$ cat config.mk
export PLATFORM = sky130hd
export DESIGN_NAME = sorted_priority_queue
export DESIGN_NICKNAME = d
export VERILOG_FILES = /design/src/rtl/spq_pkg.sv /design/src/rtl/spq_cell.sv /design/src/rtl/sorted_priority_queue.sv
export SDC_FILE = /design/constraint.sdc
export NUM_CORES = 2
export LEC_CHECK = 0
export ABC_AREA = 1
export ABC_CLOCK_PERIOD_IN_PS = 4200
export BUFFER_PORTS_ARGS = -buffer_cell sky130_fd_sc_hd__buf_2
export CAP_MARGIN = 10
export CORE_ASPECT_RATIO = 1.75
export CORE_MARGIN = 1
export CORE_UTILIZATION = 40
export DETAILED_ROUTE_END_ITERATION = 6
export GPL_TIMING_DRIVEN = 0
export PLACE_DENSITY = 0.58
export SYNTH_ARGS = -nofsm -noshare
export SYNTH_HDL_FRONTEND = slang
export SYNTH_SLANG_ARGS = --single-unit
$ cat constraint.sdc
create_clock -name clk_i -period 4.2 [get_ports clk_i]
set_input_delay 0.21 -clock clk_i [delete_from_list [all_inputs] [get_ports clk_i]]
set_output_delay 0.21 -clock clk_i [all_outputs]
set_load 0.005 [all_outputs]
$ cat src/rtl/spq_pkg.sv
// ----------------------------------------------------------------------------
// spq_pkg
// Shared sizes, codes and cell control type for the sorted priority queue.
// ----------------------------------------------------------------------------
package spq_pkg;

  localparam int unsigned CAPACITY      = 16;
  localparam int unsigned VALUE_BITS    = 32;
  localparam int unsigned PRIORITY_BITS = 16;

  localparam int unsigned CNT_W = $clog2(CAPACITY + 1);

  typedef enum logic {
    CMD_INSERT = 1'b0,
    CMD_DELETE = 1'b1
  } command_e;

  typedef enum logic [1:0] {
    ST_DONE  = 2'd0,
    ST_FULL  = 2'd1,
    ST_EMPTY = 2'd2
  } status_e;

  // Broadcast to every cell in the cycle a command is carried out.
  typedef struct packed {
    logic                     ins;
    logic                     del;
    logic [PRIORITY_BITS-1:0] prio;
    logic [VALUE_BITS-1:0]    value;
  } cell_ctrl_t;

endpackage

$ cat src/rtl/spq_cell.sv
// ----------------------------------------------------------------------------
// spq_cell
// One slot of the sorted chain: holds a priority and a value, and on each
// command keeps its entry, takes the new entry or takes a neighbour's entry.
// ----------------------------------------------------------------------------
module spq_cell (
  input  logic                              clk_i,
  input  spq_pkg::cell_ctrl_t               ctrl_i,
  input  logic                              occupied_i,
  input  logic                              left_wants_i,
  input  logic [spq_pkg::PRIORITY_BITS-1:0] left_prio_i,
  input  logic [spq_pkg::VALUE_BITS-1:0]    left_value_i,
  input  logic [spq_pkg::PRIORITY_BITS-1:0] right_prio_i,
  input  logic [spq_pkg::VALUE_BITS-1:0]    right_value_i,
  output logic                              wants_o,
  output logic [spq_pkg::PRIORITY_BITS-1:0] prio_o,
  output logic [spq_pkg::VALUE_BITS-1:0]    value_o
);

  logic [spq_pkg::PRIORITY_BITS-1:0] prio_q, prio_d;
  logic [spq_pkg::VALUE_BITS-1:0]    value_q, value_d;

  // A free slot, or one holding a strictly larger priority, lies behind the
  // insertion point. Equal priorities stay ahead, which keeps FIFO order.
  assign wants_o = !occupied_i || (prio_q > ctrl_i.prio);

  always_comb begin
    prio_d  = prio_q;
    value_d = value_q;
    if (ctrl_i.ins && wants_o) begin
      if (left_wants_i) begin
        prio_d  = left_prio_i;
        value_d = left_value_i;
      end else begin
        prio_d  = ctrl_i.prio;
        value_d = ctrl_i.value;
      end
    end else if (ctrl_i.del) begin
      prio_d  = right_prio_i;
      value_d = right_value_i;
    end
  end

  always_ff @(posedge clk_i) begin
    prio_q  <= prio_d;
    value_q <= value_d;
  end

  assign prio_o  = prio_q;
  assign value_o = value_q;

endmodule

$ cat src/rtl/sorted_priority_queue.sv
// ----------------------------------------------------------------------------
// sorted_priority_queue
// Bounded priority queue held as a chain of cells kept sorted by priority,
// smallest first, with FIFO order among equal priorities.
// ----------------------------------------------------------------------------
//  Channel   Direction  Transfer                 Ports
//  command   in         start && !busy           command_i, data_value_i,
//                                                priority_key_i
//  result    out        result_valid_o (1 cycle) removed_value_o, status_o,
//                                                occupancy_o, queue_empty_o
//
//  One command per cycle: every cell compares against the new priority in
//  parallel and shifts in the same cycle, so busy never rises.
//  The result is registered and appears in the cycle after the transfer, for exactly one cycle.
//  Reset empties the queue at once; cell contents are not cleared.
//  The receiver cannot stall; results are never held back.
// ----------------------------------------------------------------------------
module sorted_priority_queue (
  input  logic                                     clk_i,
  input  logic                                     rst_ni,
  input  logic                                     start,
  output logic                                     busy,
  input  logic                                     command_i,
  input  logic signed [spq_pkg::VALUE_BITS-1:0]    data_value_i,
  input  logic        [spq_pkg::PRIORITY_BITS-1:0] priority_key_i,
  output logic                                     result_valid_o,
  output logic signed [spq_pkg::VALUE_BITS-1:0]    removed_value_o,
  output logic        [1:0]                        status_o,
  output logic        [spq_pkg::CNT_W-1:0]         occupancy_o,
  output logic                                     queue_empty_o
);

  localparam int unsigned N = spq_pkg::CAPACITY;

  logic                        accept;
  logic                        is_full, is_empty;
  logic                        do_ins, do_del;
  spq_pkg::cell_ctrl_t         ctrl;

  logic [spq_pkg::CNT_W-1:0]   count_q, count_d;
  logic                        valid_q;
  logic [spq_pkg::VALUE_BITS-1:0] removed_q, removed_d;
  spq_pkg::status_e            status_q, status_d;
  logic [spq_pkg::CNT_W-1:0]   occ_q;
  logic                        empty_q;

  logic [N-1:0]                cell_wants;
  logic [N-1:0]                cell_occ;
  logic [spq_pkg::PRIORITY_BITS-1:0] cell_prio  [N];
  logic [spq_pkg::VALUE_BITS-1:0]    cell_value [N];

  assign busy     = 1'b0;
  assign accept   = start && !busy;
  assign is_full  = (count_q == spq_pkg::CNT_W'(N));
  assign is_empty = (count_q == '0);
  assign do_ins   = accept && (command_i == spq_pkg::CMD_INSERT) && !is_full;
  assign do_del   = accept && (command_i == spq_pkg::CMD_DELETE) && !is_empty;

  assign ctrl.ins   = do_ins;
  assign ctrl.del   = do_del;
  assign ctrl.prio  = priority_key_i;
  assign ctrl.value = data_value_i;

  for (genvar i = 0; i < N; i++) begin : g_cell
    logic                              l_wants;
    logic [spq_pkg::PRIORITY_BITS-1:0] l_prio, r_prio;
    logic [spq_pkg::VALUE_BITS-1:0]    l_value, r_value;

    assign cell_occ[i] = (count_q > spq_pkg::CNT_W'(i));

    if (i == 0) begin : g_head
      assign l_wants = 1'b0;
      assign l_prio  = '0;
      assign l_value = '0;
    end else begin : g_body
      assign l_wants = cell_wants[i-1];
      assign l_prio  = cell_prio[i-1];
      assign l_value = cell_value[i-1];
    end

    if (i == N - 1) begin : g_tail
      assign r_prio  = '0;
      assign r_value = '0;
    end else begin : g_mid
      assign r_prio  = cell_prio[i+1];
      assign r_value = cell_value[i+1];
    end

    spq_cell u_cell (
      .clk_i        (clk_i),
      .ctrl_i       (ctrl),
      .occupied_i   (cell_occ[i]),
      .left_wants_i (l_wants),
      .left_prio_i  (l_prio),
      .left_value_i (l_value),
      .right_prio_i (r_prio),
      .right_value_i(r_value),
      .wants_o      (cell_wants[i]),
      .prio_o       (cell_prio[i]),
      .value_o      (cell_value[i])
    );
  end

  always_comb begin
    count_d   = count_q;
    removed_d = '0;
    status_d  = spq_pkg::ST_DONE;
    if (do_ins) begin
      count_d = count_q + spq_pkg::CNT_W'(1);
    end else if (do_del) begin
      count_d   = count_q - spq_pkg::CNT_W'(1);
      removed_d = cell_value[0];
    end else if (accept) begin
      if (command_i == spq_pkg::CMD_INSERT) begin
        status_d = spq_pkg::ST_FULL;
      end else begin
        status_d = spq_pkg::ST_EMPTY;
      end
    end
  end

  always_ff @(posedge clk_i or negedge rst_ni) begin
    if (!rst_ni) begin
      count_q <= '0;
      valid_q <= 1'b0;
    end else begin
      count_q <= count_d;
      valid_q <= accept;
    end
  end

  always_ff @(posedge clk_i) begin
    if (accept) begin
      removed_q <= removed_d;
      status_q  <= status_d;
      occ_q     <= count_d;
      empty_q   <= (count_d == '0);
    end
  end

  assign result_valid_o  = valid_q;
  assign removed_value_o = removed_q;
  assign status_o        = status_q;
  assign occupancy_o     = occ_q;
  assign queue_empty_o   = empty_q;

  // Every transfer yields exactly one result in the following cycle.
  a_one_result: assert property (@(posedge clk_i) disable iff (!rst_ni)
    accept |=> valid_q)
    else $error("command transfer produced no result");

  a_no_spurious: assert property (@(posedge clk_i) disable iff (!rst_ni)
    !accept |=> !valid_q)
    else $error("result without a command transfer");

  a_count_bound: assert property (@(posedge clk_i) disable iff (!rst_ni)
    count_q <= spq_pkg::CNT_W'(N))
    else $error("entry count exceeds capacity");

  a_front_sorted: assert property (@(posedge clk_i) disable iff (!rst_ni)
    (count_q >= spq_pkg::CNT_W'(2)) |-> (cell_prio[0] <= cell_prio[1]))
    else $error("front entries out of priority order");

  a_full_status: assert property (@(posedge clk_i) disable iff (!rst_ni)
    (valid_q && (status_q == spq_pkg::ST_FULL)) |->
      (occ_q == spq_pkg::CNT_W'(N)) && (removed_q == '0))
    else $error("full status with queue not full");

endmodule

==> results.md <==
- Hold depth: 5
- Req. time, crit path: 4.61 ns
- Non-filler instance count after layout: 8700
- TritonCTS clock tree: done
- RSZ-0062 raised after global routing: no
- CP Class: in2reg
- Comb power frac: 41.1%
- Syn Nets: 7049
- # setup viols final: 0
- Routed len/inst: 18.0 um
- Die area: 128000 um^2
- First-pass GRT wire length: 241000 um
- PwrDens: 633 nW/um^2
- R2R setup slack: 0.21 ns
- Worst-margin pin slew: 1.28 ns
- Minimum clock period: 4.06 ns
- Starting Density: 40.4%
- Post-Synth Simple-Gate Area: 37.5%
- Hold path startpoint: data_value_i[22]
- Slew headroom: 14.8%
- Fin crit share: 96.7%
- # rows: 172
- I/O pin count: 94
- Gr ovfl total: 0
- CTS max path bufs: 3
- Sw Share: 41.2%
- Share of total power in the clock network: 21.7%
- Ys Warns: 0
- Die Wd: 271 um
- Share of total power in sequential cells: 37.2%
- Mux contribution to synthesized area: 0%
- Worst clock skew: 0.0280 ns
- Residual DRC: 0
- Antenna violations before repair: 6
- Hold WS: 0.0978 ns
- Pins over their slew limit: 0
- Drt via density: 4.86
- Via count of the first global-routing pass: 43529
- Total Wirelength: 156000 um
- Port bufs: 45
- Cell variety after synth: 34
- Fraction of layout cells with a size suffix above 1: 7.91%
- P_int: 21200 uW
- Core area: 126000 um^2
- CTS root buffer: clkbuf_16
- Sequential element share of the synthesized area: 48.1%
- Lkg Pwr: 0.0276 uW
- VDD IR max: 347 uV
- Largest net degree at the start of global routing: 44
- Mapped Cells: 6735
- First-pass DRT Iterations: 6
- Worst-Skew Late Latency: 0.70 ns
- Final ANT Viol Nets: 0
- Status: finished, final reports clean
- Critical R2R Launch: count_q[1]
- Post-synthesis register bit count: 814
- Post-DP HPWL: 129000 um
- FF-to-FF path depth: 11
- Tot Pwr: 36100 uW
- Gp weighted congestion: 0.906
- Post-synthesis cell area: 50700 um^2
- Hold Path Sink: g_cell[1].u_cell.value_o[22]
- First DRT Iteration DRCs: 2464
- Placed inst area: 53400 um^2
- XOR/XNOR Fraction of Synth Area: 0.0518%
- Main combinational cell family by area after synthesis: simple AND/OR/NAND/NOR gates
- Worst R2R End: g_cell[15].u_cell.prio_o[12]
- Vias after detailed routing: 42263
- Synth Area in Compound Gates: 2.34%
- Syn-to-layout area delta: 12.4%
- Max Clk Rate: 246 MHz
- Net Sw Power: 14900 uW
- Htree depth: 3
- GRT Total Usage: 24.3%
- Final Net Count: 7291
- CTS sink count: 814
- Crit path DAT: 4.48 ns
- Worst setup margin: 0.137 ns
- MaxCap Viol Count: 0
- Dpl ws: -1.37 ns
- CTS buffer count: 82
- # placed instances: 8449
- Post-Synth Adder-Cell Area: 6.46%
- Critical Path Source Type: primary input
- CP Max Fanout: 36
- Clock slew at reported path FFs: 0.07 ns
- Fin. Hold Viols: 0
- Die Y: 473 um
- Critical Path End Type: flip-flop
- Post-layout instance area: 57000 um^2
- Min-delay worst type: in2reg
- Synthesized area per cell: 7.53 um^2
cell families (layout without fill, tap and decap cells):
group	after synthesis	in the layout
compound gates	218	218
xor+xnor	3	3
flops	814	814
buf+inv	655	963
simple gates	4782	4782
other cells	1	5
fa+ha+maj	262	262
stage by stage:
step                utilization, %  TNS [ns]
floorplan                        -         0
global placement              42.2  -2003.85
detailed placement            42.5  -1023.04
CTS                           45.0         0
global route                  45.3         0
finish                        45.3         0
critical path, cell delays in order:
cell        delay [ns]
clkbuf_1          0.33
clkbuf_2          0.36
clkinvlp_4        0.15
buf_4             0.20
buf_4             0.16
buf_4             0.14
ha_1              0.28
nand2_1           0.06
inv_1             0.07
nand3_1           0.07
nor2_1            0.48
nand3_1           0.16
nand2_1           0.19
nand2_1           0.14
nand2_1           0.26
buf_2             0.34
buf_2             0.28
nand2_2           0.25
buf_12            0.27
layer usage:
layer | vias up | wire [um] | track usage [%]
li1 | 22329 | - | -
met4 | 2 | 9220 | 14.4
met2 | 903 | 87000 | 48.5
met3 | 319 | 4670 | 2.15
met5 | - | 11 | 0
met1 | 18710 | 55600 | 23.9
synthesized netlist by cell type:
master / count / share of area [%]
nand3_1: 791 / 7.8
buf_1: 29 / 0.21
inv_4: 1 / 0.012
buf_4: 28 / 0.41
a21oi_1: 151 / 1.5
o31ai_1: 1 / 0.015
buf_6: 2 / 0.044
buf_2: 169 / 1.7
inv_1: 148 / 1.1
o21ai_0: 38 / 0.37
clkbuf_1: 259 / 1.9
xor2_1: 3 / 0.052
ha_1: 262 / 6.5
o21ai_1: 1 / 0.0099
edfxtp_1: 808 / 48
o21bai_1: 1 / 0.015
conb_1: 1 / 0.0074
o21ai_2: 5 / 0.086
o21bai_2: 1 / 0.022
nand3_2: 1 / 0.020
o211ai_1: 1 / 0.015
a21o_1: 14 / 0.21
a21oi_2: 1 / 0.017
nor2_1: 129 / 0.95
dfrtp_1: 6 / 0.30
nand2_2: 6 / 0.074
o31a_2: 1 / 0.020
o21a_1: 2 / 0.030
nor2_4: 2 / 0.044
nor3_1: 5 / 0.049
o31ai_4: 1 / 0.042
inv_2: 19 / 0.14
nand4_1: 17 / 0.21
nand2_1: 3831 / 28
cell usage in the layout, fill, tap and decap left out, types with 3 or more instances in the layout:
master         instances
nor2_1               128
ha_1                 262
clkbuf_1             266
dfrtp_1                6
nand2_1             3815
buf_2                214
nand3_1              791
clkinv_2               8
clkinv_1              13
nor3_2                 3
a21oi_1              151
inv_6                  4
o21ai_2                5
clkbuf_2               8
nand4_1               17
buf_12                18
nand2_2               22
clkinvlp_4            22
dlygate4sd3_1          3
xor2_1                 3
diode_2                4
o21ai_0               38
clkbuf_8               5
inv_2                 19
buf_1                 29
buf_4                120
inv_1                133
bufinv_16             11
a21o_1                14
edfxtp_1             808
clkbuf_16             83
power groups by stage:
stage          Clock, uW  Sequential [uW]  Combinational (uW)
2_1_floorplan          0            13200               10500
3_3_place_gp           0            13600               14300
3_5_place_dp           0            13600               14800
4_1_cts             7950            13400               14900
5_1_grt             8210            13700               16900
6_report            7810            13400               14800
repair_timing:
action / 4_1_cts / 5_1_grt
gates resized for setup: 15 / 19
endpoints found under the hold margin: 8 / 0
hold buffers: 3 / 0
endpoints found under the setup margin: 718 / 482
gates cloned: 0 / 0
setup buffers: 45 / 49
state kept, by name (all words and copies together) (netlist names):
name,cells
count_q,5
g_cell.u_cell.value_o,512
removed_value_o,32
status_o,2
result_valid_o,1
g_cell.u_cell.prio_o,256
occupancy_o,5
queue_empty_o,1
worst max-delay path by stage:
| stage | startpoint | end | slack [ns] | cells after the start |
|---|---|---|---|---|
| 4_1_cts | priority_key_i[5] | g_cell[0].u_cell.prio_o[10] | 0.01 | 16 |
| 3_5_place_dp | priority_key_i[15] | g_cell[0].u_cell.prio_o[11] | -1.37 | 13 |
| 2_1_floorplan | priority_key_i[7] | g_cell[0].u_cell.prio_o[0] | 0.32 | 14 |
| 6_report | priority_key_i[11] | g_cell[3].u_cell.prio_o[14] | 0.14 | 19 |
| 5_1_grt | priority_key_i[11] | g_cell[3].u_cell.prio_o[10] | 0.02 | 18 |
| 3_3_place_gp | priority_key_i[15] | g_cell[0].u_cell.prio_o[10] | -2.53 | 12 |
final cells by class:
cell class	instances	area, um^2
Sequential cell	814	24400
Fill cell	12884	68700
Clock inverter	46	548
Clock buffer	104	2210
Multi-Input combinational cell	5266	23600
Timing Repair Buffer	158	1310
Antenna cell	4	10.0
Buffer	487	2170
Tap cell	1653	2070
Inverter	168	689
Note: power is estimated with default switching activity, not from simulation.
